===== src/lsb_first_bit_packer_macros.svh =====
// Assertion helpers used by the top-level packer, the only block that checks itself.
`ifndef LSB_FIRST_BIT_PACKER_MACROS_SVH
`define LSB_FIRST_BIT_PACKER_MACROS_SVH

// The consequent must hold in the same cycle as the antecedent.
`define LBP_ASSERT_SAME(label, ante, cons, msg) \
  label: assert property (@(posedge clk) disable iff (rst) (ante) |-> (cons)) \
    else $error(msg);

// The consequent must hold in the cycle after the antecedent.
`define LBP_ASSERT_NEXT(label, ante, cons, msg) \
  label: assert property (@(posedge clk) disable iff (rst) (ante) |=> (cons)) \
    else $error(msg);

`endif


===== src/lbp_pkg.sv =====
`timescale 1ns / 1ps
package lbp_pkg;

  localparam int QUEUE_DEPTH = 4;
  localparam int QPTR_W = $clog2(QUEUE_DEPTH);
  localparam int QCNT_W = $clog2(QUEUE_DEPTH + 1);

  localparam logic [15:0] MAX_BYTES_RESET = 16'd1024;

  typedef enum logic [1:0] {
    ST_OK       = 2'd0,
    ST_RESTART  = 2'd1,
    ST_DENIED   = 2'd2,
    ST_TOO_WIDE = 2'd3
  } status_t;

  typedef enum logic {
    OP_WRITE = 1'b0,
    OP_ALIGN = 1'b1
  } op_t;

  typedef enum logic {
    CFG_MAX_BYTES = 1'b0,
    CFG_ALLOW_OVF = 1'b1
  } cfg_index_t;

  // One input's results: up to four completed bytes and the shared status.
  typedef struct packed {
    logic            has_bytes;
    logic [1:0]      last_beat;
    logic [3:0][7:0] bytes;
    status_t         status;
    logic            warn;
    logic            restart;
    logic            ovf;
  } entry_t;

endpackage


===== src/lbp_front.sv =====
`timescale 1ns / 1ps
module lbp_front import lbp_pkg::*; (
  input  logic        clk,
  input  logic        rst,
  input  logic        cfg_valid,
  input  logic [0:0]  cfg_index,
  input  logic [15:0] cfg_data,
  input  logic        in_valid,
  output logic        in_ready,
  input  logic        op,
  input  logic [31:0] value,
  input  logic [5:0]  width,
  input  logic        is_signed,
  input  logic        queue_ready,
  output logic        push,
  output entry_t      entry
);

  logic [15:0] max_bytes;
  logic        allow_ovf;
  logic [7:0]  pending, pending_next;
  logic [2:0]  bit_pos, bit_pos_next;
  logic [15:0] bytes_done, bytes_done_next;
  logic        ovf_mark, ovf_mark_next;

  assign in_ready = queue_ready;
  assign push = in_valid & queue_ready;

  always_ff @(posedge clk) begin
    if (rst) begin
      max_bytes <= MAX_BYTES_RESET;
      allow_ovf <= 1'b0;
    end else if (cfg_valid) begin
      case (cfg_index_t'(cfg_index))
        CFG_MAX_BYTES: max_bytes <= cfg_data;
        CFG_ALLOW_OVF: allow_ovf <= cfg_data[0];
        default: ;
      endcase
    end
  end

  always_ff @(posedge clk) begin
    if (rst) begin
      pending <= '0;
      bit_pos <= '0;
      bytes_done <= '0;
      ovf_mark <= 1'b0;
    end else if (push) begin
      pending <= pending_next;
      bit_pos <= bit_pos_next;
      bytes_done <= bytes_done_next;
      ovf_mark <= ovf_mark_next;
    end
  end

  always_comb begin
    logic        bad_width;
    logic        full_width;
    logic [4:0]  n5;
    logic [4:0]  nm1;
    logic [31:0] mask;
    logic [31:0] hi;
    logic        unsigned_oor;
    logic        signed_oor;
    logic        range_bad;
    logic [18:0] cap;
    logic [19:0] need;
    logic        over;
    logic        too_wide;
    logic [39:0] acc;
    logic [5:0]  total;
    logic [2:0]  nbytes;

    bad_width = (width == 6'd0) || (width > 6'd32);
    full_width = width[5];
    n5 = width[4:0];
    nm1 = n5 - 5'd1;
    mask = full_width ? 32'hFFFF_FFFF : ((32'd1 << n5) - 32'd1);
    unsigned_oor = (value >> n5) != 32'd0;
    hi = value >> nm1;
    signed_oor = !((hi == 32'd0) || (hi == (32'hFFFF_FFFF >> nm1)));
    range_bad = !full_width && (is_signed ? signed_oor : unsigned_oor);
    cap = {max_bytes, 3'b000};
    need = {14'd0, width} + {1'b0, bytes_done, bit_pos};
    over = need > {1'b0, cap};
    too_wide = {13'd0, width} > cap;
    acc = {32'd0, pending} | ({8'd0, value & mask} << bit_pos);
    total = {3'd0, bit_pos} + width;
    nbytes = total[5:3];

    pending_next = pending;
    bit_pos_next = bit_pos;
    bytes_done_next = bytes_done;
    ovf_mark_next = ovf_mark;
    entry.has_bytes = 1'b0;
    entry.last_beat = 2'd0;
    entry.bytes = acc[31:0];
    entry.status = ST_OK;
    entry.warn = 1'b0;
    entry.restart = 1'b0;
    entry.ovf = ovf_mark;

    if (op_t'(op) == OP_ALIGN) begin
      if (bit_pos != 3'd0) begin
        entry.has_bytes = 1'b1;
        entry.bytes = {24'd0, pending};
        pending_next = '0;
        bit_pos_next = '0;
        bytes_done_next = bytes_done + 16'd1;
      end
    end else if (bad_width) begin
      entry.warn = 1'b1;
    end else begin
      entry.warn = range_bad;
      if (over) begin
        if (!allow_ovf) begin
          entry.status = ST_DENIED;
        end else if (too_wide) begin
          entry.status = ST_TOO_WIDE;
        end else begin
          pending_next = '0;
          bit_pos_next = '0;
          bytes_done_next = '0;
          ovf_mark_next = 1'b1;
          entry.status = ST_RESTART;
          entry.restart = 1'b1;
          entry.ovf = 1'b1;
        end
      end else begin
        entry.has_bytes = nbytes != 3'd0;
        entry.last_beat = entry.has_bytes ? 2'(nbytes - 3'd1) : 2'd0;
        case (nbytes)
          3'd0: pending_next = acc[7:0];
          3'd1: pending_next = acc[15:8];
          3'd2: pending_next = acc[23:16];
          3'd3: pending_next = acc[31:24];
          default: pending_next = acc[39:32];
        endcase
        bit_pos_next = total[2:0];
        bytes_done_next = bytes_done + {13'd0, nbytes};
      end
    end
  end

endmodule


===== src/lbp_queue.sv =====
`timescale 1ns / 1ps
module lbp_queue import lbp_pkg::*; (
  input  logic   clk,
  input  logic   rst,
  input  logic   push,
  input  entry_t din,
  output logic   ready,
  output logic   valid,
  output entry_t dout,
  input  logic   pop
);

  entry_t             slots [QUEUE_DEPTH];
  logic [QPTR_W-1:0]  wr_ptr;
  logic [QPTR_W-1:0]  rd_ptr;
  logic [QCNT_W-1:0]  count;

  assign ready = count != QCNT_W'(QUEUE_DEPTH);
  assign valid = count != '0;
  assign dout = slots[rd_ptr];

  always_ff @(posedge clk) begin
    if (push) begin
      slots[wr_ptr] <= din;
    end
  end

  always_ff @(posedge clk) begin
    if (rst) begin
      wr_ptr <= '0;
      rd_ptr <= '0;
      count <= '0;
    end else begin
      if (push) begin
        wr_ptr <= wr_ptr + QPTR_W'(1);
      end
      if (pop) begin
        rd_ptr <= rd_ptr + QPTR_W'(1);
      end
      if (push && !pop) begin
        count <= count + QCNT_W'(1);
      end else if (pop && !push) begin
        count <= count - QCNT_W'(1);
      end
    end
  end

endmodule


===== src/lbp_back.sv =====
`timescale 1ns / 1ps
module lbp_back import lbp_pkg::*; (
  input  logic        clk,
  input  logic        rst,
  input  logic        q_valid,
  input  entry_t      head,
  output logic        q_pop,
  output logic        out_valid,
  input  logic        out_ready,
  output logic [15:0] out_data,
  output logic        out_user,
  output logic        out_last
);

  logic [1:0] beat;
  logic [7:0] cur_byte;

  assign out_valid = q_valid;
  assign cur_byte = head.has_bytes ? head.bytes[beat] : 8'd0;
  assign out_last = !head.has_bytes || (beat == head.last_beat);
  assign out_user = head.has_bytes;
  assign out_data = {3'd0, head.ovf, head.restart, head.warn, head.status, cur_byte};
  assign q_pop = out_valid && out_ready && out_last;

  always_ff @(posedge clk) begin
    if (rst) begin
      beat <= '0;
    end else if (out_valid && out_ready) begin
      beat <= out_last ? 2'd0 : beat + 2'd1;
    end
  end

endmodule


===== src/lsb_first_bit_packer.sv =====
// Packs fields of 1 to 32 bits, least significant bit first, into bytes.
// The s_axis channel takes one operation per beat: write a field or align
// and flush the zero-padded partial byte. Every input yields one to four
// beats on m_axis, one per completed byte, or a single status beat with
// tuser low when no byte completes; tlast marks the last beat of an input.
// Results leave in input order, and the first beat of an input appears
// the cycle after it is accepted when the queue is empty.
// Inputs completing at most one byte sustain one input per cycle while
// tready is high; one completing k bytes holds the output for k beats,
// and a four-entry queue between the classifier and the byte emitter
// absorbs bursts, so s_axis stalls only once four inputs wait to drain.
// A receiver stall holds the current beat and lets the queue fill.
// The cfg channel writes max_message_bytes (index 0) and allow_overflow
// (index 1); it is always ready and must be used only while idle.
// Reset clears the partial byte, bit position, byte count, overflow mark
// and queue, and restores a capacity of 1024 bytes with overflow denied.
`timescale 1ns / 1ps
`include "lsb_first_bit_packer_macros.svh"
module lsb_first_bit_packer import lbp_pkg::*; (
  input  logic        clk,
  input  logic        rst,
  input  logic        cfg_valid,
  output logic        cfg_ready,
  input  logic [0:0]  cfg_index,
  input  logic [15:0] cfg_data,
  input  logic        s_axis_tvalid,
  output logic        s_axis_tready,
  // field_value[31:0], field_width[37:32], is_signed[38], zero[39].
  input  logic [39:0] s_axis_tdata,
  // operation[0].
  input  logic [0:0]  s_axis_tuser,
  output logic        m_axis_tvalid,
  input  logic        m_axis_tready,
  // out_byte[7:0], status[9:8], range_warning[10], message_restarted[11],
  // overflowed[12], zero[15:13].
  output logic [15:0] m_axis_tdata,
  // byte_valid[0].
  output logic [0:0]  m_axis_tuser,
  output logic        m_axis_tlast
);

  logic   push;
  logic   q_ready;
  logic   q_valid;
  logic   q_pop;
  entry_t front_entry;
  entry_t head;

  assign cfg_ready = 1'b1;

  lbp_front u_front (
    .clk         (clk),
    .rst         (rst),
    .cfg_valid   (cfg_valid),
    .cfg_index   (cfg_index),
    .cfg_data    (cfg_data),
    .in_valid    (s_axis_tvalid),
    .in_ready    (s_axis_tready),
    .op          (s_axis_tuser[0]),
    .value       (s_axis_tdata[31:0]),
    .width       (s_axis_tdata[37:32]),
    .is_signed   (s_axis_tdata[38]),
    .queue_ready (q_ready),
    .push        (push),
    .entry       (front_entry)
  );

  lbp_queue u_queue (
    .clk   (clk),
    .rst   (rst),
    .push  (push),
    .din   (front_entry),
    .ready (q_ready),
    .valid (q_valid),
    .dout  (head),
    .pop   (q_pop)
  );

  lbp_back u_back (
    .clk       (clk),
    .rst       (rst),
    .q_valid   (q_valid),
    .head      (head),
    .q_pop     (q_pop),
    .out_valid (m_axis_tvalid),
    .out_ready (m_axis_tready),
    .out_data  (m_axis_tdata),
    .out_user  (m_axis_tuser[0]),
    .out_last  (m_axis_tlast)
  );

  `LBP_ASSERT_SAME(a_status_beat_is_last, m_axis_tvalid && !m_axis_tuser[0], m_axis_tlast, "status beat without tlast")
  `LBP_ASSERT_SAME(a_error_has_no_byte, m_axis_tvalid && (m_axis_tdata[9:8] != ST_OK), !m_axis_tuser[0] && (m_axis_tdata[7:0] == 8'd0), "byte emitted with error status")
  `LBP_ASSERT_SAME(a_restart_marks_ovf, m_axis_tvalid && m_axis_tdata[11], m_axis_tdata[12] && (m_axis_tdata[9:8] == ST_RESTART), "restart without overflow mark")
  `LBP_ASSERT_NEXT(a_overflow_sticky, m_axis_tvalid && m_axis_tready && m_axis_tdata[12], !m_axis_tvalid || m_axis_tdata[12], "overflow mark dropped")

endmodule


===== config.mk =====
export PLATFORM = sky130hd
export DESIGN_NAME = lsb_first_bit_packer
export DESIGN_NICKNAME = d
export VERILOG_FILES = /design/src/lbp_pkg.sv /design/src/lbp_front.sv /design/src/lbp_queue.sv /design/src/lbp_back.sv /design/src/lsb_first_bit_packer.sv
export VERILOG_INCLUDE_DIRS = /design/src /design/src/src
export SDC_FILE = /design/constraint.sdc
export NUM_CORES = 1
export LEC_CHECK = 0
export CORE_AREA = 2 2 170 172
export CTS_BUF_LIST = sky130_fd_sc_hd__clkbuf_4 sky130_fd_sc_hd__clkbuf_8 sky130_fd_sc_hd__clkbuf_16
export CTS_CLUSTER_SIZE = 40
export DETAILED_ROUTE_END_ITERATION = 16
export DIE_AREA = 0 0 172 174
export DONT_BUFFER_PORTS = 1
export PLACE_DENSITY = 0.77
export SLEW_MARGIN = 20
export SYNTH_ARGS = -nofsm -noshare
export SYNTH_HDL_FRONTEND = slang
export SYNTH_SLANG_ARGS = --single-unit

===== constraint.sdc =====
create_clock -name clk -period 12.3 [get_ports clk]
set_input_delay 3.075 -clock clk [delete_from_list [all_inputs] [get_ports clk]]
set_output_delay 3.075 -clock clk [all_outputs]
set_load 0.01 [all_outputs]

==> results.yml <==
run_status:
  status: "completed"
cts:
  insertion_delay_ns: 0.53
  cts_hold_buf: 0
  post_cts_buffers: 0
  htree_levels: 1
  clock-sinks: 216
  cts_tree: "done"
  root_buffer: "clkbuf_16"
  path_clk_slew_ns: 0.07
  cts_resized: 0
  cts_max_path_buffers: 3
  cts_inserted_buffers: 23
route:
  drt-initial-drc-count: 2109
  ant_nets: 0
  viasPerCell: 7.18
  wl_per_cell_um: 26.3
  vias: 15300
  drtPass1Iterations: 6
  drc: 0
  drt_wl_total_mm: 56.1
global_routing:
  grt_max_degree: 60
  grt_usage: 0.370
  grt_pass1_vias: 14300
  antenna_found_initial: 0
  grt_pass1_wl_mm: 85.4
  overflow: 0
timing:
  slew_headroom: 0.289
  fin_setup_tns_ns: 0
  setup_viol: 0
  grt_setup_unrepaired: "no"
  fin_hold_ws_ns: 0.448
  drv_slew: 0
  finClkSkew_ns: 0.0258
  hold_violations: 0
  fin_crit_sh: 0.614
  clock.fmax_mhz: 132
  fin_crit_ns: 7.55
  worst_slew_pin_slew_ns: 1.06
critical_path:
  crit_buf_inv: 1
  path_class: "in2reg"
  cp.arrival_ns: 7.98
  crit_slowest_cell: "o31ai_4"
  end_kind: "flip-flop"
  r2r_slack_ns: 6.57
  slowest_delay_ns: 0.67
  cpMostUsedCell: "nor2_1"
  cp-start-kind: "primary input"
  cp_top_family: "compound AO/OA/AOI/OAI gates"
  worst_ep_required_time_ns: 12.73
  cp_cell_sequence: "ha_1, fa_1, a21oi_1, nor2b_1, nor2_1, o21bai_1, a21oi_1, nor2_1, nand2_1, xnor2_1, ha_1, a21o_1, a211oi_1, o31ai_1, a2111oi_0, o21ai_1, buf_4, o31ai_4, nor2_1, a22o_1, a21o_1"
  cp_max_fo: 59
power_and_ir_drop:
  comb_power_share: 0.347
  p_sw_frac: 0.339
  ir_worst_vdd_mv: 0.116
  power-per-cell-area_nw_per_um2: 140
  leakage_nw: 6.15
  p_switching_mw: 0.853
  p_seq_frac: 0.373
  p_clk_frac: 0.280
  intPower_mw: 1.66
yosys:
  synth_common_cells: "182 x nand2_1, 160 x edfxtp_1, 142 x nor2_1"
  ys.flop_type: "edfxtp_1"
  synth_area_um2: 17100
  ys_seq_area_frac: 0.346
  synthDistinctLibCells: 100
  netlist_top_cells_area: "edfxtp_1 28%, mux4_2 7.9%, dfxtp_1 6.6%"
  synth-seq-cells: 216
  synth_most_common_cell: "nand2_1"
  synth_top_area_frac: 0.281
  yosys_warnings: 0
  synthArstFlopShare: 0
  synth_area_per_cell_um2: 9.37
  synth_top_cell_by_area: "edfxtp_1"
  syn_inst: 1827
  synth_edf_count: 160
cells_and_area:
  area_growth_pct: 4.66
  final_nets: 1840
  layout-drive-gt1-share: 0.127
  layoutNonFillerInstCount: 2132
floorplan:
  die_w_um: 172
  dieArea_um2: 29900
  ios: 84
  die_y_um: 174
  coreArea_um2: 28200
  num_rows: 62
  start_util: 0.606
placement:
  dp.cells: 2090
  numPortBuffers: 0
  place.gp.congestion: 1.04
  post-dp-hpwl_mm: 39.3
worst_hold_path:
  hold_class: "reg2reg"
job:
  max_cap_viol_count: 0
## layout by cell type (no fill, tap or decap), drive strengths merged, types with 20 or more instances in the layout
master / netlist / routed
o21a: 20 / 20
ha: 43 / 43
o22ai: 36 / 36
a21oi: 99 / 99
o21ai: 100 / 100
xnor2: 29 / 29
dfxtp: 56 / 56
nor2: 144 / 144
nor3: 41 / 41
mux2i: 78 / 78
mux2: 43 / 43
clkbuf: 79 / 23
edfxtp: 160 / 160
inv: 58 / 61
nor2b: 25 / 25
buf: 65 / 21
a211oi: 23 / 23
and3: 21 / 21
a21o: 23 / 23
mux4: 60 / 60
nand2: 184 / 184
nand3: 54 / 54
o211ai: 30 / 30
## cell families (layout without fill, tap and decap cells)
logic type	after synthesis	in the layout	synth area share
buffers and inverters	207	125	0.0518
xor gates and xnor gates	44	44	0.0230
muxes	181	181	0.153
AOI/OAI and AO/OA	531	531	0.217
DFF	216	216	0.346
other	2	5	0.000439
adders and majority gates	46	46	0.0350
and+or+nand+nor	600	600	0.174
## worst register-to-register path, cell delays in order, from the launching register on
cell and delay (ns):
dfxtp_2 0.31, buf_4 0.31, ha_1 0.32, fa_1 0.40, a21oi_1 0.24, nor2b_1 0.09, nor2_1 0.17, o21bai_1 0.09
a21oi_1 0.23, nor2_1 0.12, nand2_1 0.09, xnor2_1 0.14, ha_1 0.29, a21o_1 0.17, a211oi_1 0.23, o31ai_1 0.13
a2111oi_0 0.44, o21ai_1 0.11, buf_4 0.23, o31ai_4 0.67, nor2_1 0.40, a22o_1 0.32, a21o_1 0.14
## metrics by stage
stage | setup WS (ns) | total power, mW | util | cell area [um^2]
6_report | 4.75 | 2.51 | 0.634 | 17900
5_1_grt | 4.37 | 2.61 | 0.634 | 17900
4_1_cts | 4.40 | 2.51 | 0.634 | 17900
3_5_place_dp | 3.86 | 1.80 | 0.607 | 17100
3_3_place_gp | 3.98 | 1.77 | 0.607 | 17100
2_1_floorplan | 5.16 | 1.60 | - | 17100
## power groups by stage
stage,clock network [mW],logic (mW),registers (mW)
after floorplan,0,0.676,0.927
after global placement,0,0.828,0.944
final,0.704,0.872,0.938
after global routing,0.733,0.934,0.947
after detailed placement,0,0.847,0.952
after CTS,0.707,0.861,0.939
## registers in the layout, summed over array words and instances, names as in the netlist, named ones only
| name | flops |
|---|---|
| u_front.bit_pos | 3 |
| u_front.ovf_mark | 1 |
| u_front.max_bytes | 16 |
| u_front.pending | 8 |
| u_back.beat | 2 |
| u_queue.rd_ptr | 2 |
| u_front.bytes_done | 16 |
| u_queue.slots | 160 |
| u_queue.wr_ptr | 2 |
| u_front.allow_ovf | 1 |
| u_queue.count | 3 |
## final cells by class
cell class | instances | area (um^2)
fillers | 2380 | 10300
repair buffers | 21 | 158
diodes | 1 | 2.50
clock buffers | 23 | 576
inverters | 63 | 236
flip-flops and latches | 216 | 5930
well taps | 384 | 480
multi-input cells | 1406 | 10300
clock inverters | 18 | 189
## metal layers
layer | share of wire | GRT usage
met5 | 0.00032 | 0
met4 | 0.033 | 0.112
met3 | 0.11 | 0.0811
met2 | 0.44 | 0.553
met1 | 0.42 | 0.537
## path summary, 6_finish.rpt
check,to,cells after the start,from
worst max-delay path,u_front.pending[4]$_SDFFE_PP0P_,21,s_axis_tdata[32]
worst min-delay path,u_front.max_bytes[9]$_SDFFE_PP0P_,2,u_front.max_bytes[9]$_SDFFE_PP0P_
worst max register to register,u_front.pending[4]$_SDFFE_PP0P_,22,u_front.bit_pos[0]$_SDFFE_PP0P_
worst min register to register,u_front.max_bytes[9]$_SDFFE_PP0P_,2,u_front.max_bytes[9]$_SDFFE_PP0P_
No activity file was read; power rests on OpenSTA's default activity.
